## config.mk

```make
export PLATFORM = sky130hd
export DESIGN_NAME = knn_l1_classifier
export DESIGN_NICKNAME = d
export VERILOG_FILES = /design/src/rtl/knn_pkg.sv /design/src/rtl/knn_l1_classifier.sv /design/src/rtl/knn_front.sv /design/src/rtl/knn_queue.sv /design/src/rtl/knn_back.sv
export SDC_FILE = /design/constraint.sdc
export NUM_CORES = 1
export LEC_CHECK = 0
export ABC_AREA = 1
export BUFFER_PORTS_ARGS = -buffer_cell sky130_fd_sc_hd__buf_4
export CELL_PAD_IN_SITES_DETAIL_PLACEMENT = 0
export CELL_PAD_IN_SITES_GLOBAL_PLACEMENT = 1
export CORE_AREA = 2 2 314 347
export CTS_CLUSTER_DIAMETER = 50
export DETAILED_ROUTE_END_ITERATION = 10
export DIE_AREA = 0 0 316 349
export PLACE_DENSITY = 0.44
export SYNTH_ARGS = -nofsm -noshare
export SYNTH_HDL_FRONTEND = slang
export SYNTH_HIERARCHICAL = 1
export SYNTH_SLANG_ARGS = --single-unit
```

## constraint.sdc

```tcl
create_clock -name clk -period 11.1 [get_ports clk]
set_input_delay 3.33 -clock clk [delete_from_list [all_inputs] [get_ports clk]]
set_output_delay 3.33 -clock clk [all_outputs]
set_load 0.005 [all_outputs]
```

## src/rtl/knn_pkg.sv

```systemverilog
// ----------------------------------------------------------------------------
// knn_pkg: shared types and constants of the L1 nearest-neighbor classifier
// Word layouts of both channels, the queue tag, the back-end states and the
// fixed sizes of the neighbor list and the vote.
// ----------------------------------------------------------------------------
package knn_pkg;

  // Field widths fixed by the word layouts.
  localparam int PIXEL_BITS = 8;
  localparam int CLS_BITS   = 4;

  // Default width of the distance accumulator and of the stored distances.
  localparam int DIST_BITS_DEF = 20;

  // Size of the neighbor list and the number of classes that may vote.
  localparam int NEIGHBOR_COUNT = 5;
  localparam int CLASS_COUNT    = 10;

  // Ranks run 0 .. NEIGHBOR_COUNT-1 and are compared against k up to NEIGHBOR_COUNT.
  localparam int RANK_BITS = $clog2(NEIGHBOR_COUNT + 1);

  // The three vote sizes: nearest one, three and five.
  localparam int K_COUNT = 3;
  localparam logic [RANK_BITS-1:0] K_VALUES [K_COUNT] = '{
    RANK_BITS'(1), RANK_BITS'(3), RANK_BITS'(5)
  };

  // Depth of the queue between front and back end; a power of two, at least 2.
  localparam int QUEUE_DEPTH = 2;

  // One input word: a query byte and the matching training byte.
  typedef struct packed {
    logic [PIXEL_BITS-1:0] query_pixel;
    logic [PIXEL_BITS-1:0] train_pixel;
    logic [CLS_BITS-1:0]   train_class;
    logic [CLS_BITS-1:0]   query_class;
    logic                  end_of_vector;
    logic                  end_of_set;
  } knn_in_t;

  // One result word: three predictions and their match flags.
  typedef struct packed {
    logic [CLS_BITS-1:0] pred_k1;
    logic [CLS_BITS-1:0] pred_k3;
    logic [CLS_BITS-1:0] pred_k5;
    logic                hit_k1;
    logic                hit_k3;
    logic                hit_k5;
  } knn_out_t;

  // Labels and control that travel with a finished distance through the queue.
  typedef struct packed {
    logic [CLS_BITS-1:0] train_class;
    logic [CLS_BITS-1:0] query_class;
    logic                end_of_set;
  } knn_tag_t;

  // Back-end sequencer states.
  typedef enum logic [1:0] {
    ST_LIST,
    ST_RANK,
    ST_VOTE
  } knn_state_t;

endpackage

```

## src/rtl/knn_l1_classifier.sv

```systemverilog
// A result word follows the set-end word through the queue, the list, rank and
// vote states and the result register. Throughput: one pixel word per cycle
// while the queue has room; the back end stops popping during rank and vote at
// each set end, and a 2-entry queue absorbs this. Frequent set ends fill it.
// Reset (rst_n, synchronous, active low) empties the list, accumulator, queue
// and result register; no clearing pass is needed.
// ----------------------------------------------------------------------------
// knn_l1_classifier: k-nearest-neighbor classifier under Manhattan distance
// Front end accumulates distances, a short queue decouples it from the back
// end that keeps the five nearest neighbors and votes for k = 1, 3 and 5.
// ----------------------------------------------------------------------------
module knn_l1_classifier #(
  parameter int DISTANCE_BITS = knn_pkg::DIST_BITS_DEF
) (
  input  logic              clk,
  input  logic              rst_n,
  input  logic              in_valid,
  output logic              in_ready,
  input  knn_pkg::knn_in_t  in_data,
  output logic              out_valid,
  input  logic              out_ready,
  output knn_pkg::knn_out_t out_data
);
  import knn_pkg::*;

  logic                     push_valid;
  logic                     push_ready;
  logic [DISTANCE_BITS-1:0] push_dist;
  knn_tag_t                 push_tag;
  logic                     pop_valid;
  logic                     pop_ready;
  logic [DISTANCE_BITS-1:0] pop_dist;
  knn_tag_t                 pop_tag;

  // Distance accumulator.
  knn_front #(
    .DISTANCE_BITS (DISTANCE_BITS)
  ) u_front (
    .clk        (clk),
    .rst_n      (rst_n),
    .in_valid   (in_valid),
    .in_ready   (in_ready),
    .in_data    (in_data),
    .push_valid (push_valid),
    .push_ready (push_ready),
    .push_dist  (push_dist),
    .push_tag   (push_tag)
  );

  // Queue of finished distances.
  knn_queue #(
    .DISTANCE_BITS (DISTANCE_BITS)
  ) u_queue (
    .clk        (clk),
    .rst_n      (rst_n),
    .push_valid (push_valid),
    .push_ready (push_ready),
    .push_dist  (push_dist),
    .push_tag   (push_tag),
    .pop_valid  (pop_valid),
    .pop_ready  (pop_ready),
    .pop_dist   (pop_dist),
    .pop_tag    (pop_tag)
  );

  // Neighbor list and vote.
  knn_back #(
    .DISTANCE_BITS (DISTANCE_BITS)
  ) u_back (
    .clk       (clk),
    .rst_n     (rst_n),
    .pop_valid (pop_valid),
    .pop_ready (pop_ready),
    .pop_dist  (pop_dist),
    .pop_tag   (pop_tag),
    .out_valid (out_valid),
    .out_ready (out_ready),
    .out_data  (out_data)
  );

endmodule

```

## src/rtl/knn_front.sv

```systemverilog
// ----------------------------------------------------------------------------
// knn_front: distance accumulator
// Takes one pixel pair per cycle if the queue has room, sums absolute
// differences with saturation and hands each training-vector distance to the queue.
// ----------------------------------------------------------------------------
module knn_front #(
  parameter int DISTANCE_BITS = knn_pkg::DIST_BITS_DEF
) (
  input  logic                     clk,
  input  logic                     rst_n,
  input  logic                     in_valid,
  output logic                     in_ready,
  input  knn_pkg::knn_in_t         in_data,
  output logic                     push_valid,
  input  logic                     push_ready,
  output logic [DISTANCE_BITS-1:0] push_dist,
  output knn_pkg::knn_tag_t        push_tag
);
  import knn_pkg::*;

  logic [DISTANCE_BITS-1:0] run_r;
  logic [DISTANCE_BITS-1:0] run_nxt;
  logic [PIXEL_BITS-1:0]    diff;
  logic [DISTANCE_BITS:0]   sum_wide;
  logic [DISTANCE_BITS-1:0] sum_sat;
  logic                     accept;
  logic                     is_end;

  // The front stalls only when the queue has no room.
  assign in_ready = push_ready;
  assign accept   = in_valid && in_ready;
  assign is_end   = in_data.end_of_vector || in_data.end_of_set;

  // Absolute difference and saturating sum.
  assign diff = (in_data.query_pixel > in_data.train_pixel) ?
                (in_data.query_pixel - in_data.train_pixel) :
                (in_data.train_pixel - in_data.query_pixel);
  assign sum_wide = {1'b0, run_r} + (DISTANCE_BITS+1)'(diff);
  assign sum_sat  = sum_wide[DISTANCE_BITS] ? {DISTANCE_BITS{1'b1}} :
                    sum_wide[DISTANCE_BITS-1:0];

  // A vector end (or set end) sends the finished distance to the back end.
  assign push_valid           = accept && is_end;
  assign push_dist            = sum_sat;
  assign push_tag.train_class = in_data.train_class;
  assign push_tag.query_class = in_data.query_class;
  assign push_tag.end_of_set  = in_data.end_of_set;

  // Accumulator restarts after every vector end.
  always_comb begin
    run_nxt = run_r;
    if (accept) begin
      run_nxt = is_end ? '0 : sum_sat;
    end
  end

  always_ff @(posedge clk) begin
    if (!rst_n) begin
      run_r <= '0;
    end else begin
      run_r <= run_nxt;
    end
  end

  // A vector end always leaves the accumulator at zero.
  a_run_cleared: assert property (@(posedge clk) disable iff (!rst_n)
    push_valid |=> run_r == '0)
    else $error("accumulator not cleared after a vector end");

endmodule

```

## src/rtl/knn_queue.sv

```systemverilog
// ----------------------------------------------------------------------------
// knn_queue: short queue between front and back end
// Holds finished distances with their labels so that the accumulator keeps
// running while the back end ranks and votes.
// ----------------------------------------------------------------------------
module knn_queue #(
  parameter int DISTANCE_BITS = knn_pkg::DIST_BITS_DEF
) (
  input  logic                     clk,
  input  logic                     rst_n,
  input  logic                     push_valid,
  output logic                     push_ready,
  input  logic [DISTANCE_BITS-1:0] push_dist,
  input  knn_pkg::knn_tag_t        push_tag,
  output logic                     pop_valid,
  input  logic                     pop_ready,
  output logic [DISTANCE_BITS-1:0] pop_dist,
  output knn_pkg::knn_tag_t        pop_tag
);
  import knn_pkg::*;

  localparam int PTR_BITS = $clog2(QUEUE_DEPTH);
  localparam int CNT_BITS = $clog2(QUEUE_DEPTH + 1);

  logic [DISTANCE_BITS-1:0] dist_q [QUEUE_DEPTH];
  knn_tag_t                 tag_q  [QUEUE_DEPTH];
  logic [PTR_BITS-1:0]      wr_ptr_r;
  logic [PTR_BITS-1:0]      rd_ptr_r;
  logic [CNT_BITS-1:0]      count_r;
  logic                     do_push;
  logic                     do_pop;

  assign push_ready = count_r < CNT_BITS'(QUEUE_DEPTH);
  assign pop_valid  = count_r != '0;
  assign do_push    = push_valid && push_ready;
  assign do_pop     = pop_valid && pop_ready;
  assign pop_dist   = dist_q[rd_ptr_r];
  assign pop_tag    = tag_q[rd_ptr_r];

  // Entry storage; no reset needed, the count guards reads.
  always_ff @(posedge clk) begin
    if (do_push) begin
      dist_q[wr_ptr_r] <= push_dist;
      tag_q[wr_ptr_r]  <= push_tag;
    end
  end

  // Pointers wrap naturally since the depth is a power of two.
  always_ff @(posedge clk) begin
    if (!rst_n) begin
      wr_ptr_r <= '0;
      rd_ptr_r <= '0;
      count_r  <= '0;
    end else begin
      if (do_push) begin
        wr_ptr_r <= wr_ptr_r + PTR_BITS'(1);
      end
      if (do_pop) begin
        rd_ptr_r <= rd_ptr_r + PTR_BITS'(1);
      end
      if (do_push && !do_pop) begin
        count_r <= count_r + CNT_BITS'(1);
      end else if (do_pop && !do_push) begin
        count_r <= count_r - CNT_BITS'(1);
      end
    end
  end

  // The fill level never passes the depth.
  a_count_range: assert property (@(posedge clk) disable iff (!rst_n)
    count_r <= CNT_BITS'(QUEUE_DEPTH))
    else $error("queue fill level out of range");

endmodule

```

## src/rtl/knn_back.sv

```systemverilog
// ----------------------------------------------------------------------------
// knn_back: neighbor list, ranking and vote
// Inserts each distance into the five-entry list, when full only over a larger one;
// at a set end it ranks the entries, votes for k = 1, 3, 5, loads the result register.
// ----------------------------------------------------------------------------
module knn_back #(
  parameter int DISTANCE_BITS = knn_pkg::DIST_BITS_DEF
) (
  input  logic                     clk,
  input  logic                     rst_n,
  input  logic                     pop_valid,
  output logic                     pop_ready,
  input  logic [DISTANCE_BITS-1:0] pop_dist,
  input  knn_pkg::knn_tag_t        pop_tag,
  output logic                     out_valid,
  input  logic                     out_ready,
  output knn_pkg::knn_out_t        out_data
);
  import knn_pkg::*;

  localparam int N = NEIGHBOR_COUNT;

  knn_state_t               state_r;
  knn_state_t               state_nxt;
  logic [N-1:0]             valid_r;
  logic [DISTANCE_BITS-1:0] dist_r [N];
  logic [CLS_BITS-1:0]      cls_r  [N];
  logic [RANK_BITS-1:0]     rank_r [N];
  logic [RANK_BITS-1:0]     rank_c [N];
  logic [CLS_BITS-1:0]      qcls_r;
  logic                     out_valid_r;
  knn_out_t                 out_data_r;

  logic                     rank_load;
  logic                     vote_fire;
  logic                     do_pop;
  logic                     ins_en;
  logic                     full;
  logic                     found;
  logic                     write_ok;
  logic [N-1:0]             empty_sel;
  logic [N-1:0]             is_max;
  logic [N-1:0]             less;
  logic [N-1:0]             ins_sel;

  logic [N-1:0]             voter_c [K_COUNT];
  logic [N-1:0]             win_c   [K_COUNT];
  logic [RANK_BITS-1:0]     cnt_c   [K_COUNT][N];
  logic [CLS_BITS-1:0]      pred_c  [K_COUNT];
  logic [K_COUNT-1:0]       hit_c;

  // Sequencer: next state.
  always_comb begin
    state_nxt = state_r;
    unique case (state_r)
      ST_LIST: begin
        if (pop_valid && pop_tag.end_of_set) begin
          state_nxt = ST_RANK;
        end
      end
      ST_RANK: begin
        state_nxt = ST_VOTE;
      end
      ST_VOTE: begin
        if (!out_valid_r || out_ready) begin
          state_nxt = ST_LIST;
        end
      end
      default: begin
        state_nxt = ST_LIST;
      end
    endcase
  end

  // Sequencer: outputs.
  always_comb begin
    pop_ready = 1'b0;
    rank_load = 1'b0;
    vote_fire = 1'b0;
    unique case (state_r)
      ST_LIST: pop_ready = 1'b1;
      ST_RANK: rank_load = 1'b1;
      ST_VOTE: vote_fire = !out_valid_r || out_ready;
      default: pop_ready = 1'b0;
    endcase
  end

  always_ff @(posedge clk) begin
    if (!rst_n) begin
      state_r <= ST_LIST;
    end else begin
      state_r <= state_nxt;
    end
  end

  assign do_pop = pop_valid && pop_ready;

  // Insertion slot: lowest empty entry, else the largest distance with the
  // lowest index among equals, taken only if the new distance is smaller.
  always_comb begin
    found     = 1'b0;
    empty_sel = '0;
    for (int i = 0; i < N; i++) begin
      if (!valid_r[i] && !found) begin
        empty_sel[i] = 1'b1;
        found        = 1'b1;
      end
    end
    for (int i = 0; i < N; i++) begin
      is_max[i] = 1'b1;
      less[i]   = pop_dist < dist_r[i];
      for (int j = 0; j < N; j++) begin
        if (j < i) begin
          is_max[i] = is_max[i] && (dist_r[i] > dist_r[j]);
        end else if (j > i) begin
          is_max[i] = is_max[i] && (dist_r[i] >= dist_r[j]);
        end
      end
    end
  end

  assign full     = &valid_r;
  assign ins_sel  = full ? is_max : empty_sel;
  assign write_ok = !full || |(is_max & less);
  assign ins_en   = do_pop && write_ok;

  // Valid bits: set on insertion, all cleared when the vote loads the result register.
  always_ff @(posedge clk) begin
    if (!rst_n) begin
      valid_r <= '0;
    end else if (vote_fire) begin
      valid_r <= '0;
    end else if (ins_en) begin
      valid_r <= valid_r | ins_sel;
    end
  end

  // List payload and the query label of the pending set end.
  always_ff @(posedge clk) begin
    for (int i = 0; i < N; i++) begin
      if (ins_en && ins_sel[i]) begin
        dist_r[i] <= pop_dist;
        cls_r[i]  <= pop_tag.train_class;
      end
    end
    if (do_pop && pop_tag.end_of_set) begin
      qcls_r <= pop_tag.query_class;
    end
  end

  // Rank of each valid entry: nearer entries, and equal ones at lower index.
  always_comb begin
    for (int i = 0; i < N; i++) begin
      rank_c[i] = '0;
      for (int j = 0; j < N; j++) begin
        if (j != i && valid_r[j] &&
            ((dist_r[j] < dist_r[i]) || ((dist_r[j] == dist_r[i]) && (j < i)))) begin
          rank_c[i] = rank_c[i] + RANK_BITS'(1);
        end
      end
    end
  end

  always_ff @(posedge clk) begin
    if (rank_load) begin
      rank_r <= rank_c;
    end
  end

  // Vote for each k: count votes per member class; the winner has the most
  // votes, and among equal counts the lowest rank.
  always_comb begin
    for (int kk = 0; kk < K_COUNT; kk++) begin
      for (int i = 0; i < N; i++) begin
        voter_c[kk][i] = valid_r[i] && (rank_r[i] < K_VALUES[kk]) &&
                         (cls_r[i] < CLS_BITS'(CLASS_COUNT));
      end
      for (int i = 0; i < N; i++) begin
        cnt_c[kk][i] = '0;
        for (int j = 0; j < N; j++) begin
          if (voter_c[kk][j] && (cls_r[j] == cls_r[i])) begin
            cnt_c[kk][i] = cnt_c[kk][i] + RANK_BITS'(1);
          end
        end
      end
      for (int i = 0; i < N; i++) begin
        win_c[kk][i] = voter_c[kk][i];
        for (int j = 0; j < N; j++) begin
          if (j != i && voter_c[kk][j] &&
              !((cnt_c[kk][i] > cnt_c[kk][j]) ||
                ((cnt_c[kk][i] == cnt_c[kk][j]) && (rank_r[i] < rank_r[j])))) begin
            win_c[kk][i] = 1'b0;
          end
        end
      end
      pred_c[kk] = '0;
      for (int i = 0; i < N; i++) begin
        if (win_c[kk][i]) begin
          pred_c[kk] = pred_c[kk] | cls_r[i];
        end
      end
      hit_c[kk] = (|voter_c[kk]) && (pred_c[kk] == qcls_r);
    end
  end

  // Result register: the list is free again while the word waits.
  always_ff @(posedge clk) begin
    if (!rst_n) begin
      out_valid_r <= 1'b0;
    end else if (vote_fire) begin
      out_valid_r <= 1'b1;
    end else if (out_ready) begin
      out_valid_r <= 1'b0;
    end
  end

  always_ff @(posedge clk) begin
    if (vote_fire) begin
      out_data_r.pred_k1 <= pred_c[0];
      out_data_r.pred_k3 <= pred_c[1];
      out_data_r.pred_k5 <= pred_c[2];
      out_data_r.hit_k1  <= hit_c[0];
      out_data_r.hit_k3  <= hit_c[1];
      out_data_r.hit_k5  <= hit_c[2];
    end
  end

  assign out_valid = out_valid_r;
  assign out_data  = out_data_r;

  // The list fills from the lowest entry up, so valid bits form a low run.
  a_valid_prefix: assert property (@(posedge clk) disable iff (!rst_n)
    ((valid_r + N'(1)) & valid_r) == '0)
    else $error("neighbor list has a hole");

  // A set end taken from the queue starts the ranking step next.
  a_set_end_ranks: assert property (@(posedge clk) disable iff (!rst_n)
    (do_pop && pop_tag.end_of_set) |=> state_r == ST_RANK)
    else $error("set end did not start ranking");

  // Issuing a result shows a word and empties the list.
  a_vote_clears: assert property (@(posedge clk) disable iff (!rst_n)
    vote_fire |=> (out_valid_r && valid_r == '0))
    else $error("result issue did not clear the list");

endmodule
```

==> flow_summary.json <==
{
  "drv_slew": 0,
  "async_flop_share_pct": 0,
  "worstPathArrival_ns": 6.76,
  "syn_inst": 3405,
  "ys_types": 68,
  "grt_usage_pct": 18.37,
  "grt_setup_unrepaired": "no",
  "r2r_setup_slack_ns": 4.67,
  "wl_um": 101500,
  "dpl_worst_slack_ns": 4.244,
  "detailed_place_hpwl_um": 81890,
  "via_count": 22780,
  "drt_pass1_iterations": 7,
  "max-clock-path-buffers": 3,
  "die_y_um": 349,
  "setup_viol": 0,
  "yosysWarnings": 6,
  "io_pins": 47,
  "worstSetupPathType": "reg2reg",
  "fmaxAchievable_mhz": 155.6,
  "max-slew-margin-rel_pct": 23.34,
  "synth-seq-area-share_pct": 26.46,
  "cpMostUsedCell": "nand2_1",
  "cts_hold_buffers": 0,
  "design_area_um2": 29790,
  "gp_congestion": 0.8079,
  "p_per_area_nw_per_um2": 149.5,
  "start_util_pct": 24.88,
  "cts-root-buf": "clkbuf_16",
  "layout.nets": 4012,
  "rows": 126,
  "ant_nets": 0,
  "fin_setup_tns_ns": 0,
  "holdWs_ns": 0.4829,
  "die_x_um": 316,
  "grt_start_max_net_pins": 30,
  "clk_pin_slew_ns": 0.06,
  "h-tree-depth": 2,
  "routedWlPerCell_um": 20.71,
  "vias_per_cell": 4.646,
  "status": "finished, final reports clean",
  "portBuffers": 46,
  "critical-path-max-stage-delay_ns": 0.67,
  "instances_no_fill": 4903,
  "grt_pass1_vias": 22850,
  "dp.cells": 4837,
  "finalHoldViolations": 0,
  "critPathCaptureType": "flop",
  "worst_pin_slew_ns": 1.147,
  "cts_setup_buffers": 0,
  "period_share_pct": 57.90,
  "synth-edff-count": 212,
  "start_kind": "flop",
  "overflow": 0,
  "synthesis.area_um2": 26560,
  "drive_gt1_share_pct": 9.528,
  "cts_tree": "built",
  "syn2layout_area_growth_pct": 12.18,
  "synthFlopType": "edfxtp_1",
  "die_area_um2": 110300,
  "dr.first_iter.drc_count": 1246,
  "fin_skew_ns": 0.01681,
  "syn_area_per_cell_um2": 7.799,
  "drc": 0,
  "clkLatencyLatePin_ns": 0.58,
  "critPathMaxFanout": 9,
  "min_period_ns": 6.427,
  "synth_fp_nets": 3950,
  "cp.required_ns": 11.43,
  "grt_pass1_wl_um": 151100,
  "power_leakage_nw": 13.97,
  "diodes": 0,
  "hp-class": "reg2reg",
  "ir_worst_vdd_mv": 0.1232,
  "maxCapViolations": 0,
  "cts.sinks": 245,
  "placed_area_um2": 28570,
  "grt_antenna_before_repair": 3,
  "core_um2": 106700,
  "worst_path_max_delay_cell": "nor3_1",
  "fin_ws_ns": 4.673,
  "numCtsBuffers": 36,
  "fill_cells": 11660,
  "cts_resized": 0,
  "yosys_register_bits": 245
}
## area by class of cell
type	instances	area [um^2]	share of cell area, %
multi-input cells	2615	17380	58.32
flip-flops and latches	245	7028	23.59
inverters	498	1871	6.279
well taps	1408	1762	5.913
clock buffers	43	957.2	3.213
repair buffers	71	533.0	1.789
clock inverters	23	266.5	0.8945
## power breakdown
part	leakage, nW	switching (mW)	total, mW	internal [mW]
Clock	0.595	0.478	1.18	0.703
Sequential	2.21	0.176	1.39	1.21
Combinational	11.2	1.25	1.89	0.632
## layer usage
metal	track usage [%]	up-vias	part of all wire, %
met5	0	-	0
met4	4.275	0	2.2
met3	1.394	85	2.0
met2	33.01	273	50
met1	23.69	10690	46
li1	-	11730	-
## metrics by stage
| step | utilization, % | power (mW) |
|---|---|---|
| finish | 27.91 | 4.453 |
| global route | 27.91 | 4.830 |
| CTS | 27.91 | 4.560 |
| detailed placement | 26.77 | 3.336 |
| global placement | 26.77 | 3.365 |
| floorplan | - | 2.566 |
## Yosys cell counts, types with 7 or more instances
cell / count / area share [%]
o211ai_1: 14 / 0.40
o21ai_0: 107 / 2.0
nor4_1: 7 / 0.16
buf_2: 12 / 0.23
nor2_4: 15 / 0.64
nand2_4: 7 / 0.30
or2_2: 17 / 0.40
nand2_1: 742 / 10
mux2_2: 23 / 0.98
o21ai_1: 11 / 0.21
a211oi_1: 17 / 0.48
nor2_2: 17 / 0.40
nand3_4: 7 / 0.46
a31oi_1: 14 / 0.33
inv_2: 28 / 0.40
edfxtp_1: 212 / 24
nand3_2: 18 / 0.68
xnor2_1: 25 / 0.82
nand4_1: 100 / 2.4
xor2_1: 64 / 2.1
ha_1: 512 / 24
mux2_4: 10 / 0.57
nand2_2: 23 / 0.54
nor2_1: 255 / 3.6
nand3_1: 261 / 4.9
inv_1: 463 / 6.5
o221ai_1: 8 / 0.26
nor3_1: 29 / 0.55
dfxtp_1: 33 / 2.5
a2111oi_0: 10 / 0.33
nand3b_1: 14 / 0.40
a21oi_1: 197 / 3.7
buf_4: 22 / 0.62
a21oi_2: 11 / 0.36
o21a_1: 15 / 0.42
## worst paths after layout
| check | startpoint | endpoint | cells after the start |
|---|---|---|---|
| worst max-delay path | u_back/cls_r[0][6]$_DFFE_PP_ | u_back/out_data[2]$_DFFE_PP_ | 28 |
| worst min-delay path | u_front/run_r[5]$_SDFFE_PN0P_ | u_front/run_r[5]$_SDFFE_PN0P_ | 2 |
| worst max register to register | u_back/cls_r[0][6]$_DFFE_PP_ | u_back/out_data[2]$_DFFE_PP_ | 28 |
| worst min register to register | u_front/run_r[5]$_SDFFE_PN0P_ | u_front/run_r[5]$_SDFFE_PN0P_ | 2 |
## worst max-delay path, delay by kind of cell, from the launching register on
family,cells,cell delay (ns)
AO/OA/AOI/OAI,5,0.64
XOR/XNOR,1,0.50
flip-flops,1,0.54
adder cells (fa/ha/maj),4,1.07
buffers and inverters,4,0.80
AND/OR/NAND/NOR,14,2.60
## logic make-up after synthesis
logic type,after synthesis,share of synthesized area [%]
simple gates,1536,26.53
xor+xnor,89,2.935
fa+ha+maj,515,24.35
flops,245,26.46
compound gates,441,9.842
buf+inv,545,8.306
mux,34,1.578
## state kept, by name (all words and copies together) (netlist names), named ones only
signal            count
u_queue/dist_q       40
u_back/out_data      15
u_queue/wr_ptr_r      1
u_front/run_r        20
u_back/rank_r        15
u_back/out_valid      1
u_queue/tag_q        18
u_queue/rd_ptr_r      1
u_queue/count_r       2
u_back/state_r        2
u_back/valid_r        5
u_back/qcls_r         4
u_back/cls_r         20
u_back/dist_r       100
## cell usage in the layout (no fill, tap or decap), types with 25 or more instances in the layout
cell type	netlist	layout
o21ai_0	107	106
nor3_1	29	26
nand2_1	742	742
inv_2	28	28
xor2_1	64	64
nand3_1	261	261
buf_4	22	71
dfxtp_1	33	32
a21oi_1	197	197
ha_1	512	512
nand4_1	100	100
nor2_1	255	251
xnor2_1	25	25
edfxtp_1	212	212
inv_1	463	463
clkbuf_16	0	36
No activity file was read; power rests on OpenSTA's default activity.
